<file path="src/design/nlrp_pkg.sv">
`timescale 1ns / 1ps
// ----------------------------------------------------------------------------
// nlrp_pkg: shared types for the node liveness round-robin picker
// request codes, result codes, result layout and controller/datapath links
// ----------------------------------------------------------------------------
package nlrp_pkg;

  localparam int NODE_SLOTS_DEF = 32;
  localparam int PICK_LIMIT_DEF = 3;
  localparam int MAX_RESULTS    = 32;
  localparam int KW             = $clog2(MAX_RESULTS + 1);
  localparam logic [15:0] TIMEOUT_RESET = 16'd15;

  typedef enum logic [1:0] {
    ACT_HEARTBEAT,
    ACT_SELECT,
    ACT_SWEEP,
    ACT_COUNT
  } action_t;

  typedef enum logic [3:0] {
    ST_UPDATED,
    ST_INSERTED,
    ST_FULL,
    ST_PICKED,
    ST_NONE_LIVE,
    ST_DIED_PAIR,
    ST_DIED_NO_PAIR,
    ST_NONE_DIED,
    ST_COUNT
  } status_t;

  // first member lands in the top bits, so status sits lowest
  typedef struct packed {
    logic [5:0]  node_total;
    logic [4:0]  target_slot;
    logic [4:0]  source_slot;
    logic [15:0] out_port;
    logic [31:0] out_addr;
    logic [4:0]  slot;
    status_t     status;
  } res_t;

  typedef enum logic [3:0] {
    S_IDLE,
    S_HB_RD,
    S_HB_EV,
    S_HB_INS,
    S_SEL_RD,
    S_SEL_EV,
    S_SW_RD,
    S_SW_EV,
    S_PR_RD,
    S_PR_EV,
    S_SW_EMIT,
    S_SW_NEXT,
    S_CN_RD,
    S_CN_EV,
    S_FLUSH
  } state_t;

  typedef struct packed {
    logic    cap;
    logic    idx_clr;
    logic    idx_start;
    logic    idx_step;
    logic    rd_idx;
    logic    rd_outer;
    logic    outer_clr;
    logic    outer_step;
    logic    wr_touch;
    logic    wr_insert;
    logic    wr_kill;
    logic    pair_clr;
    logic    pair_take;
    logic    push;
    status_t push_code;
    logic    flush;
    status_t flush_code;
    logic    rot_adv;
    logic    tot_inc;
  } cmd_t;

  typedef struct packed {
    logic n_zero;
    logic full;
    logic hit;
    logic live;
    logic stale;
    logic not_dead;
    logic scan_end;
    logic idx_is_outer;
    logic outer_end;
    logic k_max;
    logic pick_last;
    logic pair_last;
    logic have_pair;
    logic push_ok;
    logic out_free;
  } stat_t;

endpackage

</file>
<file path="src/design/nlrp_dpath.sv">
`timescale 1ns / 1ps
// ----------------------------------------------------------------------------
// nlrp_dpath: node table datapath
// node memory, scan counters, result staging and output register
// ----------------------------------------------------------------------------
module nlrp_dpath #(
  parameter int NODE_SLOTS = nlrp_pkg::NODE_SLOTS_DEF,
  parameter int PICK_LIMIT = nlrp_pkg::PICK_LIMIT_DEF
) (
  input  logic            clk,
  input  logic            rst,
  input  logic            cfg_we,
  input  logic [15:0]     cfg_wdata,
  input  logic [79:0]     in_data,
  input  nlrp_pkg::cmd_t  cmd,
  output nlrp_pkg::stat_t stat,
  output logic            out_valid,
  input  logic            out_ready,
  output logic [79:0]     out_data,
  output logic            out_last
);
  import nlrp_pkg::*;

  localparam int IW = $clog2(NODE_SLOTS);
  localparam int CW = $clog2(NODE_SLOTS + 1);

  typedef struct packed {
    logic [31:0] addr;
    logic [15:0] port;
    logic [31:0] seen;
    logic        dead;
  } entry_t;

  entry_t mem [NODE_SLOTS];
  entry_t rdata;

  logic [15:0]   timeout;
  logic [31:0]   req_addr;
  logic [15:0]   req_port;
  logic [31:0]   req_now;
  logic [CW-1:0] count;
  logic [IW-1:0] rotate;
  logic [IW-1:0] idx;
  logic [IW-1:0] cnt;
  logic [IW-1:0] outer;
  logic [IW-1:0] src;
  logic [IW-1:0] dst;
  logic [1:0]    found;
  logic [KW-1:0] k;
  logic [CW-1:0] total;
  res_t          pend;
  logic          pend_valid;
  res_t          out_res;

  logic [IW-1:0] last_idx;
  logic [31:0]   age;
  logic          young;
  logic          out_free;
  res_t          new_res;
  res_t          fb_res;
  logic          we;
  logic [IW-1:0] waddr;
  entry_t        wdata;

  assign last_idx = IW'(count - CW'(1));
  assign age      = req_now - rdata.seen;
  assign young    = age <= {16'd0, timeout};
  assign out_free = !out_valid || out_ready;

  always_comb begin
    stat.n_zero       = count == '0;
    stat.full         = count == CW'(NODE_SLOTS);
    stat.hit          = rdata.addr == req_addr && rdata.port == req_port;
    stat.live         = !rdata.dead && young;
    stat.stale        = !rdata.dead && !young;
    stat.not_dead     = !rdata.dead;
    stat.scan_end     = cnt == last_idx;
    stat.idx_is_outer = idx == outer;
    stat.outer_end    = outer == last_idx;
    stat.k_max        = k == KW'(MAX_RESULTS);
    stat.pick_last    = k == KW'(PICK_LIMIT - 1);
    stat.pair_last    = found == 2'd1;
    stat.have_pair    = found == 2'd2;
    stat.push_ok      = !pend_valid || out_free;
    stat.out_free     = out_free;
  end

  // memory write selection
  always_comb begin
    we    = 1'b0;
    waddr = idx;
    wdata = rdata;
    if (cmd.wr_touch) begin
      we    = 1'b1;
      waddr = idx;
      wdata = '{addr: rdata.addr, port: rdata.port, seen: req_now, dead: 1'b0};
    end else if (cmd.wr_insert) begin
      we    = 1'b1;
      waddr = IW'(count);
      wdata = '{addr: req_addr, port: req_port, seen: req_now, dead: 1'b0};
    end else if (cmd.wr_kill) begin
      we         = 1'b1;
      waddr      = outer;
      wdata      = rdata;
      wdata.dead = 1'b1;
    end
  end

  always_ff @(posedge clk) begin
    if (we) begin
      mem[waddr] <= wdata;
    end
    if (cmd.rd_idx) begin
      rdata <= mem[idx];
    end else if (cmd.rd_outer) begin
      rdata <= mem[outer];
    end
  end

  always_comb begin
    new_res        = '0;
    new_res.status = cmd.push_code;
    case (cmd.push_code)
      ST_UPDATED: new_res.slot = 5'(idx);
      ST_INSERTED: new_res.slot = 5'(count);
      ST_PICKED: begin
        new_res.slot     = 5'(idx);
        new_res.out_addr = rdata.addr;
        new_res.out_port = rdata.port;
      end
      ST_DIED_PAIR: begin
        new_res.slot        = 5'(outer);
        new_res.source_slot = 5'(src);
        new_res.target_slot = 5'(dst);
      end
      ST_DIED_NO_PAIR: new_res.slot = 5'(outer);
      default: new_res.slot = '0;
    endcase
  end

  always_comb begin
    fb_res            = '0;
    fb_res.status     = cmd.flush_code;
    fb_res.node_total = (cmd.flush_code == ST_COUNT) ? 6'(total) : 6'd0;
  end

  always_ff @(posedge clk) begin
    if (cmd.cap) begin
      req_addr <= in_data[31:0];
      req_port <= in_data[47:32];
      req_now  <= in_data[79:48];
    end
    if (cmd.idx_clr) begin
      idx <= '0;
      cnt <= '0;
    end else if (cmd.idx_start) begin
      idx <= rotate;
      cnt <= '0;
    end else if (cmd.idx_step) begin
      idx <= (idx == last_idx) ? '0 : idx + IW'(1);
      cnt <= cnt + IW'(1);
    end
    if (cmd.outer_clr) begin
      outer <= '0;
    end else if (cmd.outer_step) begin
      outer <= outer + IW'(1);
    end
    if (cmd.pair_take) begin
      if (found == 2'd0) begin
        src <= idx;
      end else begin
        dst <= idx;
      end
    end
    if (cmd.push) begin
      pend <= new_res;
    end
    if (cmd.flush) begin
      out_res  <= pend_valid ? pend : fb_res;
      out_last <= 1'b1;
    end else if (cmd.push && pend_valid) begin
      out_res  <= pend;
      out_last <= 1'b0;
    end
  end

  always_ff @(posedge clk) begin
    if (rst) begin
      timeout    <= TIMEOUT_RESET;
      count      <= '0;
      rotate     <= '0;
      found      <= '0;
      k          <= '0;
      total      <= '0;
      pend_valid <= 1'b0;
      out_valid  <= 1'b0;
    end else begin
      if (cfg_we) begin
        timeout <= cfg_wdata;
      end
      if (cmd.wr_insert) begin
        count <= count + CW'(1);
      end
      if (cmd.rot_adv) begin
        rotate <= (rotate == last_idx) ? '0 : rotate + IW'(1);
      end
      if (cmd.pair_clr) begin
        found <= '0;
      end else if (cmd.pair_take) begin
        found <= found + 2'd1;
      end
      if (cmd.cap) begin
        k     <= '0;
        total <= '0;
      end else begin
        if (cmd.push) begin
          k <= k + KW'(1);
        end
        if (cmd.tot_inc) begin
          total <= total + CW'(1);
        end
      end
      if (cmd.flush) begin
        pend_valid <= 1'b0;
      end else if (cmd.push) begin
        pend_valid <= 1'b1;
      end
      if (cmd.flush || (cmd.push && pend_valid)) begin
        out_valid <= 1'b1;
      end else if (out_ready) begin
        out_valid <= 1'b0;
      end
    end
  end

  assign out_data = {7'd0, out_res};

endmodule

</file>
<file path="src/design/nlrp_ctrl.sv">
`timescale 1ns / 1ps
// ----------------------------------------------------------------------------
// nlrp_ctrl: request sequencer
// walks the node table for each request and issues datapath commands
// ----------------------------------------------------------------------------
module nlrp_ctrl (
  input  logic              clk,
  input  logic              rst,
  input  logic              in_valid,
  output logic              in_ready,
  input  nlrp_pkg::action_t in_action,
  input  nlrp_pkg::stat_t   stat,
  output nlrp_pkg::cmd_t    cmd
);
  import nlrp_pkg::*;

  state_t  state;
  state_t  state_next;
  action_t act;

  always_ff @(posedge clk) begin
    if (rst) begin
      state <= S_IDLE;
      act   <= ACT_HEARTBEAT;
    end else begin
      state <= state_next;
      if (in_valid && in_ready) begin
        act <= in_action;
      end
    end
  end

  always_comb begin
    state_next = state;
    case (state)
      S_IDLE: begin
        if (in_valid) begin
          case (in_action)
            ACT_HEARTBEAT: state_next = stat.n_zero ? S_HB_INS : S_HB_RD;
            ACT_SELECT:    state_next = stat.n_zero ? S_FLUSH : S_SEL_RD;
            ACT_SWEEP:     state_next = stat.n_zero ? S_FLUSH : S_SW_RD;
            default:       state_next = stat.n_zero ? S_FLUSH : S_CN_RD;
          endcase
        end
      end
      S_HB_RD: state_next = S_HB_EV;
      S_HB_EV: begin
        if (stat.hit) begin
          state_next = S_FLUSH;
        end else if (stat.scan_end) begin
          state_next = S_HB_INS;
        end else begin
          state_next = S_HB_RD;
        end
      end
      S_HB_INS: state_next = S_FLUSH;
      S_SEL_RD: state_next = S_SEL_EV;
      S_SEL_EV: begin
        if (stat.live && !stat.push_ok) begin
          state_next = S_SEL_EV;
        end else if (stat.scan_end || (stat.live && stat.pick_last)) begin
          state_next = S_FLUSH;
        end else begin
          state_next = S_SEL_RD;
        end
      end
      S_SW_RD: state_next = S_SW_EV;
      S_SW_EV: state_next = stat.stale ? S_PR_RD : S_SW_NEXT;
      S_PR_RD: state_next = S_PR_EV;
      S_PR_EV: begin
        if (stat.scan_end ||
            (stat.live && !stat.idx_is_outer && stat.pair_last)) begin
          state_next = S_SW_EMIT;
        end else begin
          state_next = S_PR_RD;
        end
      end
      S_SW_EMIT: state_next = stat.push_ok ? S_SW_NEXT : S_SW_EMIT;
      S_SW_NEXT: state_next = (stat.outer_end || stat.k_max) ? S_FLUSH : S_SW_RD;
      S_CN_RD: state_next = S_CN_EV;
      S_CN_EV: state_next = stat.scan_end ? S_FLUSH : S_CN_RD;
      S_FLUSH: state_next = stat.out_free ? S_IDLE : S_FLUSH;
      default: state_next = S_IDLE;
    endcase
  end

  always_comb begin
    in_ready  = 1'b0;
    cmd       = '0;
    cmd.push_code = ST_UPDATED;
    case (act)
      ACT_HEARTBEAT: cmd.flush_code = ST_FULL;
      ACT_SELECT:    cmd.flush_code = ST_NONE_LIVE;
      ACT_SWEEP:     cmd.flush_code = ST_NONE_DIED;
      default:       cmd.flush_code = ST_COUNT;
    endcase
    case (state)
      S_IDLE: begin
        in_ready = 1'b1;
        if (in_valid) begin
          cmd.cap = 1'b1;
          case (in_action)
            ACT_SELECT: cmd.idx_start = 1'b1;
            ACT_SWEEP:  cmd.outer_clr = 1'b1;
            default:    cmd.idx_clr   = 1'b1;
          endcase
        end
      end
      S_HB_RD, S_SEL_RD, S_PR_RD, S_CN_RD: cmd.rd_idx = 1'b1;
      S_SW_RD: cmd.rd_outer = 1'b1;
      S_HB_EV: begin
        if (stat.hit) begin
          cmd.wr_touch  = 1'b1;
          cmd.push      = 1'b1;
          cmd.push_code = ST_UPDATED;
        end else if (!stat.scan_end) begin
          cmd.idx_step = 1'b1;
        end
      end
      S_HB_INS: begin
        if (!stat.full) begin
          cmd.wr_insert = 1'b1;
          cmd.push      = 1'b1;
          cmd.push_code = ST_INSERTED;
        end
      end
      S_SEL_EV: begin
        cmd.push_code = ST_PICKED;
        if (!(stat.live && !stat.push_ok)) begin
          cmd.push = stat.live;
          if (stat.scan_end || (stat.live && stat.pick_last)) begin
            cmd.rot_adv = 1'b1;
          end else begin
            cmd.idx_step = 1'b1;
          end
        end
      end
      S_SW_EV: begin
        if (stat.stale) begin
          cmd.wr_kill  = 1'b1;
          cmd.idx_clr  = 1'b1;
          cmd.pair_clr = 1'b1;
        end
      end
      S_PR_EV: begin
        cmd.pair_take = stat.live && !stat.idx_is_outer;
        if (!(stat.scan_end ||
              (stat.live && !stat.idx_is_outer && stat.pair_last))) begin
          cmd.idx_step = 1'b1;
        end
      end
      S_SW_EMIT: begin
        cmd.push_code = stat.have_pair ? ST_DIED_PAIR : ST_DIED_NO_PAIR;
        cmd.push      = stat.push_ok;
      end
      S_SW_NEXT: begin
        if (!(stat.outer_end || stat.k_max)) begin
          cmd.outer_step = 1'b1;
        end
      end
      S_CN_EV: begin
        cmd.tot_inc  = stat.not_dead;
        cmd.idx_step = !stat.scan_end;
      end
      S_FLUSH: cmd.flush = stat.out_free;
      default: cmd.flush = 1'b0;
    endcase
  end

endmodule

</file>
<file path="src/design/node_liveness_round_robin_picker_core.sv">
`timescale 1ns / 1ps
// ----------------------------------------------------------------------------
// node_liveness_round_robin_picker_core: storage node liveness table
// heartbeat, round-robin select, liveness sweep and node count requests
// ----------------------------------------------------------------------------
// one request at a time; each entry visited takes an address state and then a
// registered read data state; each request adds an accept state and a flush state
// sweep: an inner pair scan follows each newly dead node
// results leave through one output register; result stalls add cycles
// reset (sync, active high) empties the table, clears the offset, timeout 15 s
module node_liveness_round_robin_picker_core #(
  parameter int NODE_SLOTS = nlrp_pkg::NODE_SLOTS_DEF,
  parameter int PICK_LIMIT = nlrp_pkg::PICK_LIMIT_DEF
) (
  input  logic        clk,
  input  logic        rst,
  // timeout_seconds register
  input  logic        cfg_we,
  input  logic [15:0] cfg_wdata,
  // request stream
  input  logic        s_tvalid,
  output logic        s_tready,
  input  logic [79:0] s_tdata,   // node_addr[31:0], node_port[47:32], now_seconds[79:48]
  input  logic [1:0]  s_tuser,   // action[1:0]
  // result stream
  output logic        m_tvalid,
  input  logic        m_tready,
  output logic [79:0] m_tdata,   // status[3:0], slot[8:4], out_addr[40:9], out_port[56:41],
                                 // source_slot[61:57], target_slot[66:62],
                                 // node_total[72:67], zero fill
  output logic        m_tlast    // last result of the request
);
  import nlrp_pkg::*;

  cmd_t  cmd;
  stat_t stat;

  // sequencer: one state per table walk phase
  nlrp_ctrl u_ctrl (
    .clk       (clk),
    .rst       (rst),
    .in_valid  (s_tvalid),
    .in_ready  (s_tready),
    .in_action (action_t'(s_tuser)),
    .stat      (stat),
    .cmd       (cmd)
  );

  // table memory, counters and result path
  nlrp_dpath #(
    .NODE_SLOTS (NODE_SLOTS),
    .PICK_LIMIT (PICK_LIMIT)
  ) u_dpath (
    .clk       (clk),
    .rst       (rst),
    .cfg_we    (cfg_we),
    .cfg_wdata (cfg_wdata),
    .in_data   (s_tdata),
    .cmd       (cmd),
    .stat      (stat),
    .out_valid (m_tvalid),
    .out_ready (m_tready),
    .out_data  (m_tdata),
    .out_last  (m_tlast)
  );

endmodule
</file>
<file path="config.mk">
export PLATFORM = sky130hd
export DESIGN_NAME = node_liveness_round_robin_picker_core
export DESIGN_NICKNAME = d
export VERILOG_FILES = /design/src/design/nlrp_pkg.sv /design/src/design/nlrp_dpath.sv /design/src/design/nlrp_ctrl.sv /design/src/design/node_liveness_round_robin_picker_core.sv
export SDC_FILE = /design/constraint.sdc
export NUM_CORES = 2
export LEC_CHECK = 0
export BUFFER_PORTS_ARGS = -buffer_cell sky130_fd_sc_hd__buf_2
export CELL_PAD_IN_SITES_DETAIL_PLACEMENT = 1
export CELL_PAD_IN_SITES_GLOBAL_PLACEMENT = 1
export CORE_MARGIN = 2
export CORE_UTILIZATION = 47
export CTS_CLUSTER_DIAMETER = 150
export DETAILED_ROUTE_END_ITERATION = 7
export PLACE_DENSITY = 0.78
export SYNTH_ARGS = -nofsm -noshare
export SYNTH_HDL_FRONTEND = slang
export SYNTH_SLANG_ARGS = --single-unit
</file>
<file path="constraint.sdc">
create_clock -name clk -period 15.9 [get_ports clk]
set_input_delay 3.975 -clock clk [delete_from_list [all_inputs] [get_ports clk]]
set_output_delay 3.975 -clock clk [all_outputs]
set_load 0.02 [all_outputs]
</file>
==> results.md <==
- Vias: ~77000
- Worst r2r dst: u_dpath.mem[8][73]$_DFFE_PP_
- Prevailing post-synth register cell: edfxtp_1
- Final setup vio count: 0
- WP buf/inv: 3
- Longest Clk Path Bufs: 4
- Setup ws final: about 7.1 ns
- Die X: 544.7 µm
- Asr flop ratio synth: 0
- Worst-path clk slew: around 0.060 ns
- Clock sink count: 2977
- Root Driver: clkbuf_16
- # DRC: 0
- Die Y-Extent: ~540 µm
- Max Slew Vio Count: 0
- Type of origin of the critical path: flop
- Layout cells sized above 1: 0.3636
- Clock latency on the worst-skew pair: about 0.95 ns
- Core Area: 290800 µm²
- Largest net degree at the start of global routing: about 140
- # hold bufs at CTS: 0
- Crit path arrival time: 9.30 ns
- CP top delay family: simple AND/OR/NAND/NOR gates
- Setup crit start: u_dpath.req_addr[13]$_DFFE_PP_
- Worst r2r src: u_dpath.req_addr[13]$_DFFE_PP_
- Leak: approximately 47 nW
- Max Fanout on Critical Path: 35
- Hold Vio Cnt, Final: 0
- CP Class: flop to flop
- WP depth: 12
- TNS Setup: 0 ns
- Port buffer count: about 180
- Routed WL per cell: ~39 µm
- Final instance area: ~150000 µm²
- Post-CTS setup buffers: 0
- First-pass GRT wire length: 608.8 mm
- Clock skew: a little over 0.07 ns
- Cells after Synth: between 6000 and 7000
- Flop2flop setup slack: between 7 and 8 ns
- GRT Util Overall: 0.2892
- Outcome: completed
- Count of different cell masters after synthesis: between 80 and 90
- Via/cell ratio: between 7 and 8
- CP max stage cell: xnor2_1
- Fmax: approximately 0.11 GHz
- Final net count: 7017
- Utilization after layout: 0.5278
- Worst-Margin Slew: roughly 1.4 ns
- Total CTS buffers: about 320
- CP cell instances: xnor2_1 > nand4_1 > nor4_1 > nand3_1 > or3_1 > o22ai_1 > buf_4 > o21bai_1 > a32oi_1 > nor3b_2 > buf_4 > buf_4
- CTS tree: done
- Initial antenna violation count: 22
- Area after DPL: approximately 140000 µm²
- Post-synth EDFFs: between 2000 and 3000
- First-iteration detailed-routing DRC count: 11640
- Htree depth: 5
- Fin crit share: 0.5526
- Initial Utilization: 0.4724
- Drt pass-1 iters: 6
- Cell Rows: 198
- Post-route ant nets: 0
- # Max-Cap Violations: 0
- WP data required: approximately 16 ns
- Fin crit period: between 8 and 9 ns
- Post-Place Setup Slack: around 7.4 ns
- Worst path max stage delay: 1.02 ns
- Max rail drop VDD: about 300 µV
- Top Ports: 186
- Seq/Total Area, Yosys: 0.6452
- Element type at the critical path end: flop
- Layout area overhead: 11.73%
- Post_cts resized: 0
- Post-Syn Area: around 140000 µm²
- Synthesized area per cell: roughly 21 µm²
- Crit-path most repeated cell: buf_4
- Congestion Overflow GR: 0
- RSZ-0062 raised after global routing: false
- Hold WC Path Type: flop to flop
- FF-to-FF path depth: 12
- WL final: between 400 and 500 mm
- Final HPWL DP: roughly 230 mm
- Seq cells post-synth: 2977
- Crit path to: u_dpath.mem[8][73]$_DFFE_PP_
- PwrDens: 188.3 nW/µm²
- RD Place Congestion: approximately 0.86
- DIE AREA: between 200000 and 300000 µm²
- Worst relative slew slack: 0.07435
- Synth warn: 0
- Vias in the first global route: 80930
## how the worst min path moves through the flow
stage	to	cells after the start	slack [ns]	from
2_1_floorplan	u_dpath.dst[3]$_DFFE_PP_	0	0.42	u_dpath.idx[3]$_SDFFE_PP0P_
3_3_place_gp	u_dpath.out_last$_SDFFE_PP1P_	1	0.45	u_dpath.out_last$_SDFFE_PP1P_
3_5_place_dp	u_dpath.timeout[0]$_SDFFE_PP1P_	2	0.48	u_dpath.timeout[0]$_SDFFE_PP1P_
4_1_cts	u_dpath.timeout[0]$_SDFFE_PP1P_	2	0.50	u_dpath.timeout[0]$_SDFFE_PP1P_
5_1_grt	u_dpath.timeout[1]$_SDFFE_PP1P_	2	0.51	u_dpath.timeout[1]$_SDFFE_PP1P_
6_report	u_dpath.cnt[4]$_SDFFE_PP0P_	1	0.49	u_dpath.cnt[4]$_SDFFE_PP0P_
## cells in the final DEF (no fill, tap or decap), types with 42 or more instances in the layout
cell type,n
a21oi_1,84
and3_1,69
buf_2,178
buf_4,117
clkbuf_1,56
clkbuf_16,316
clkinv_1,71
clkinv_2,42
dfxtp_1,65
edfxtp_1,2902
ha_1,67
inv_1,73
mux2_2,83
mux2i_1,103
mux4_2,1621
nand2_1,345
nor2_1,84
nor2b_1,72
o21ai_0,122
xnor2_1,84
## state kept, by name (all words and copies together) (netlist names), 6 cells and up, named ones only
| name | cells |
|---|---|
| u_dpath.total | 6 |
| u_dpath.req_now | 32 |
| u_dpath.rdata | 81 |
| u_dpath.k | 6 |
| u_dpath.req_addr | 32 |
| u_dpath.req_port | 16 |
| u_dpath.count | 6 |
| u_dpath.out_data | 73 |
| u_dpath.mem | 2592 |
| u_dpath.pend | 66 |
| u_dpath.timeout | 16 |
## cell type report
| class | count | area (µm²) |
|---|---|---|
| clock inverter | 193 | 2023 |
| timing repair buffer | 331 | 2480 |
| multi-input combinational | 3144 | 46990 |
| inverter | 76 | 292.8 |
| clock buffer | 374 | 8145 |
| antenna | 7 | 17.52 |
| tap | 3900 | 4880 |
| fill | 25460 | 137300 |
| sequential | 2977 | 88680 |
## cells in the mapped netlist (all sizes together), types with 7 or more instances
library cell / number / share of area
mux2i: 103 / 0.0075
nand2: 346 / 0.0095
a21oi: 86 / 0.0033
nor4: 8 / 0.00052
inv: 75 / 0.0020
clkbuf: 315 / 0.0086
xnor2: 84 / 0.0054
a211oi: 13 / 0.00086
o211ai: 18 / 0.0010
xor2: 28 / 0.0018
nor2b: 74 / 0.0034
o21ai: 158 / 0.0058
nand3: 34 / 0.0012
dfxtp: 75 / 0.011
a21o: 10 / 0.00055
nand4: 30 / 0.0014
mux4: 1621 / 0.27
edfxtp: 2902 / 0.63
nand2b: 14 / 0.00064
ha: 67 / 0.0061
or3: 13 / 0.00059
a31oi: 9 / 0.00041
mux2: 83 / 0.0068
nor3b: 19 / 0.0014
nor3: 43 / 0.0019
o31ai: 8 / 0.00044
and2: 7 / 0.00032
and3: 69 / 0.0031
nor2: 94 / 0.0026
buf: 173 / 0.0054
o21a: 10 / 0.00055
## report_power, final
| part | leakage (nW) | internal (W) | total [W] | switching [W] |
|---|---|---|---|---|
| registers | 26.9 | 0.0103 | 0.0108 | 0.000495 |
| logic | 14.8 | 0.00440 | 0.0107 | 0.00625 |
| clock network | 4.92 | 0.00417 | 0.00741 | 0.00324 |
## per-layer routing
layer	part of all wire	track usage	up-vias
li1	-	-	29070
met1	0.36	0.3909	41400
met2	0.48	0.4575	5634
met3	0.11	0.05377	1057
met4	0.055	0.1372	4
met5	0.000063	0	-
## through the flow
step           power (W)  cells  hold WS (ns)
2_1_floorplan    0.01793   6685        0.4237
3_3_place_gp     0.02114  10430        0.4467
3_5_place_dp     0.02147  10430        0.4822
4_1_cts          0.02887  10990        0.4969
5_1_grt          0.02982  11000        0.5126
6_report         0.02891  11000        0.4909
## cell families (layout without fill, tap and decap cells)
| family | count (synthesis) | in the layout | synth area share |
|---|---|---|---|
| flops | 2977 | 2977 | 0.6452 |
| mux | 1807 | 1807 | 0.2800 |
| simple gates | 775 | 775 | 0.02817 |
| buf+inv | 564 | 974 | 0.01606 |
| compound gates | 375 | 375 | 0.01714 |
| xor+xnor | 112 | 112 | 0.007140 |
| fa+ha+maj | 68 | 68 | 0.006247 |
| other cells | 1 | 14 | 0.00002729 |
(Power assumes the default switching activity.)
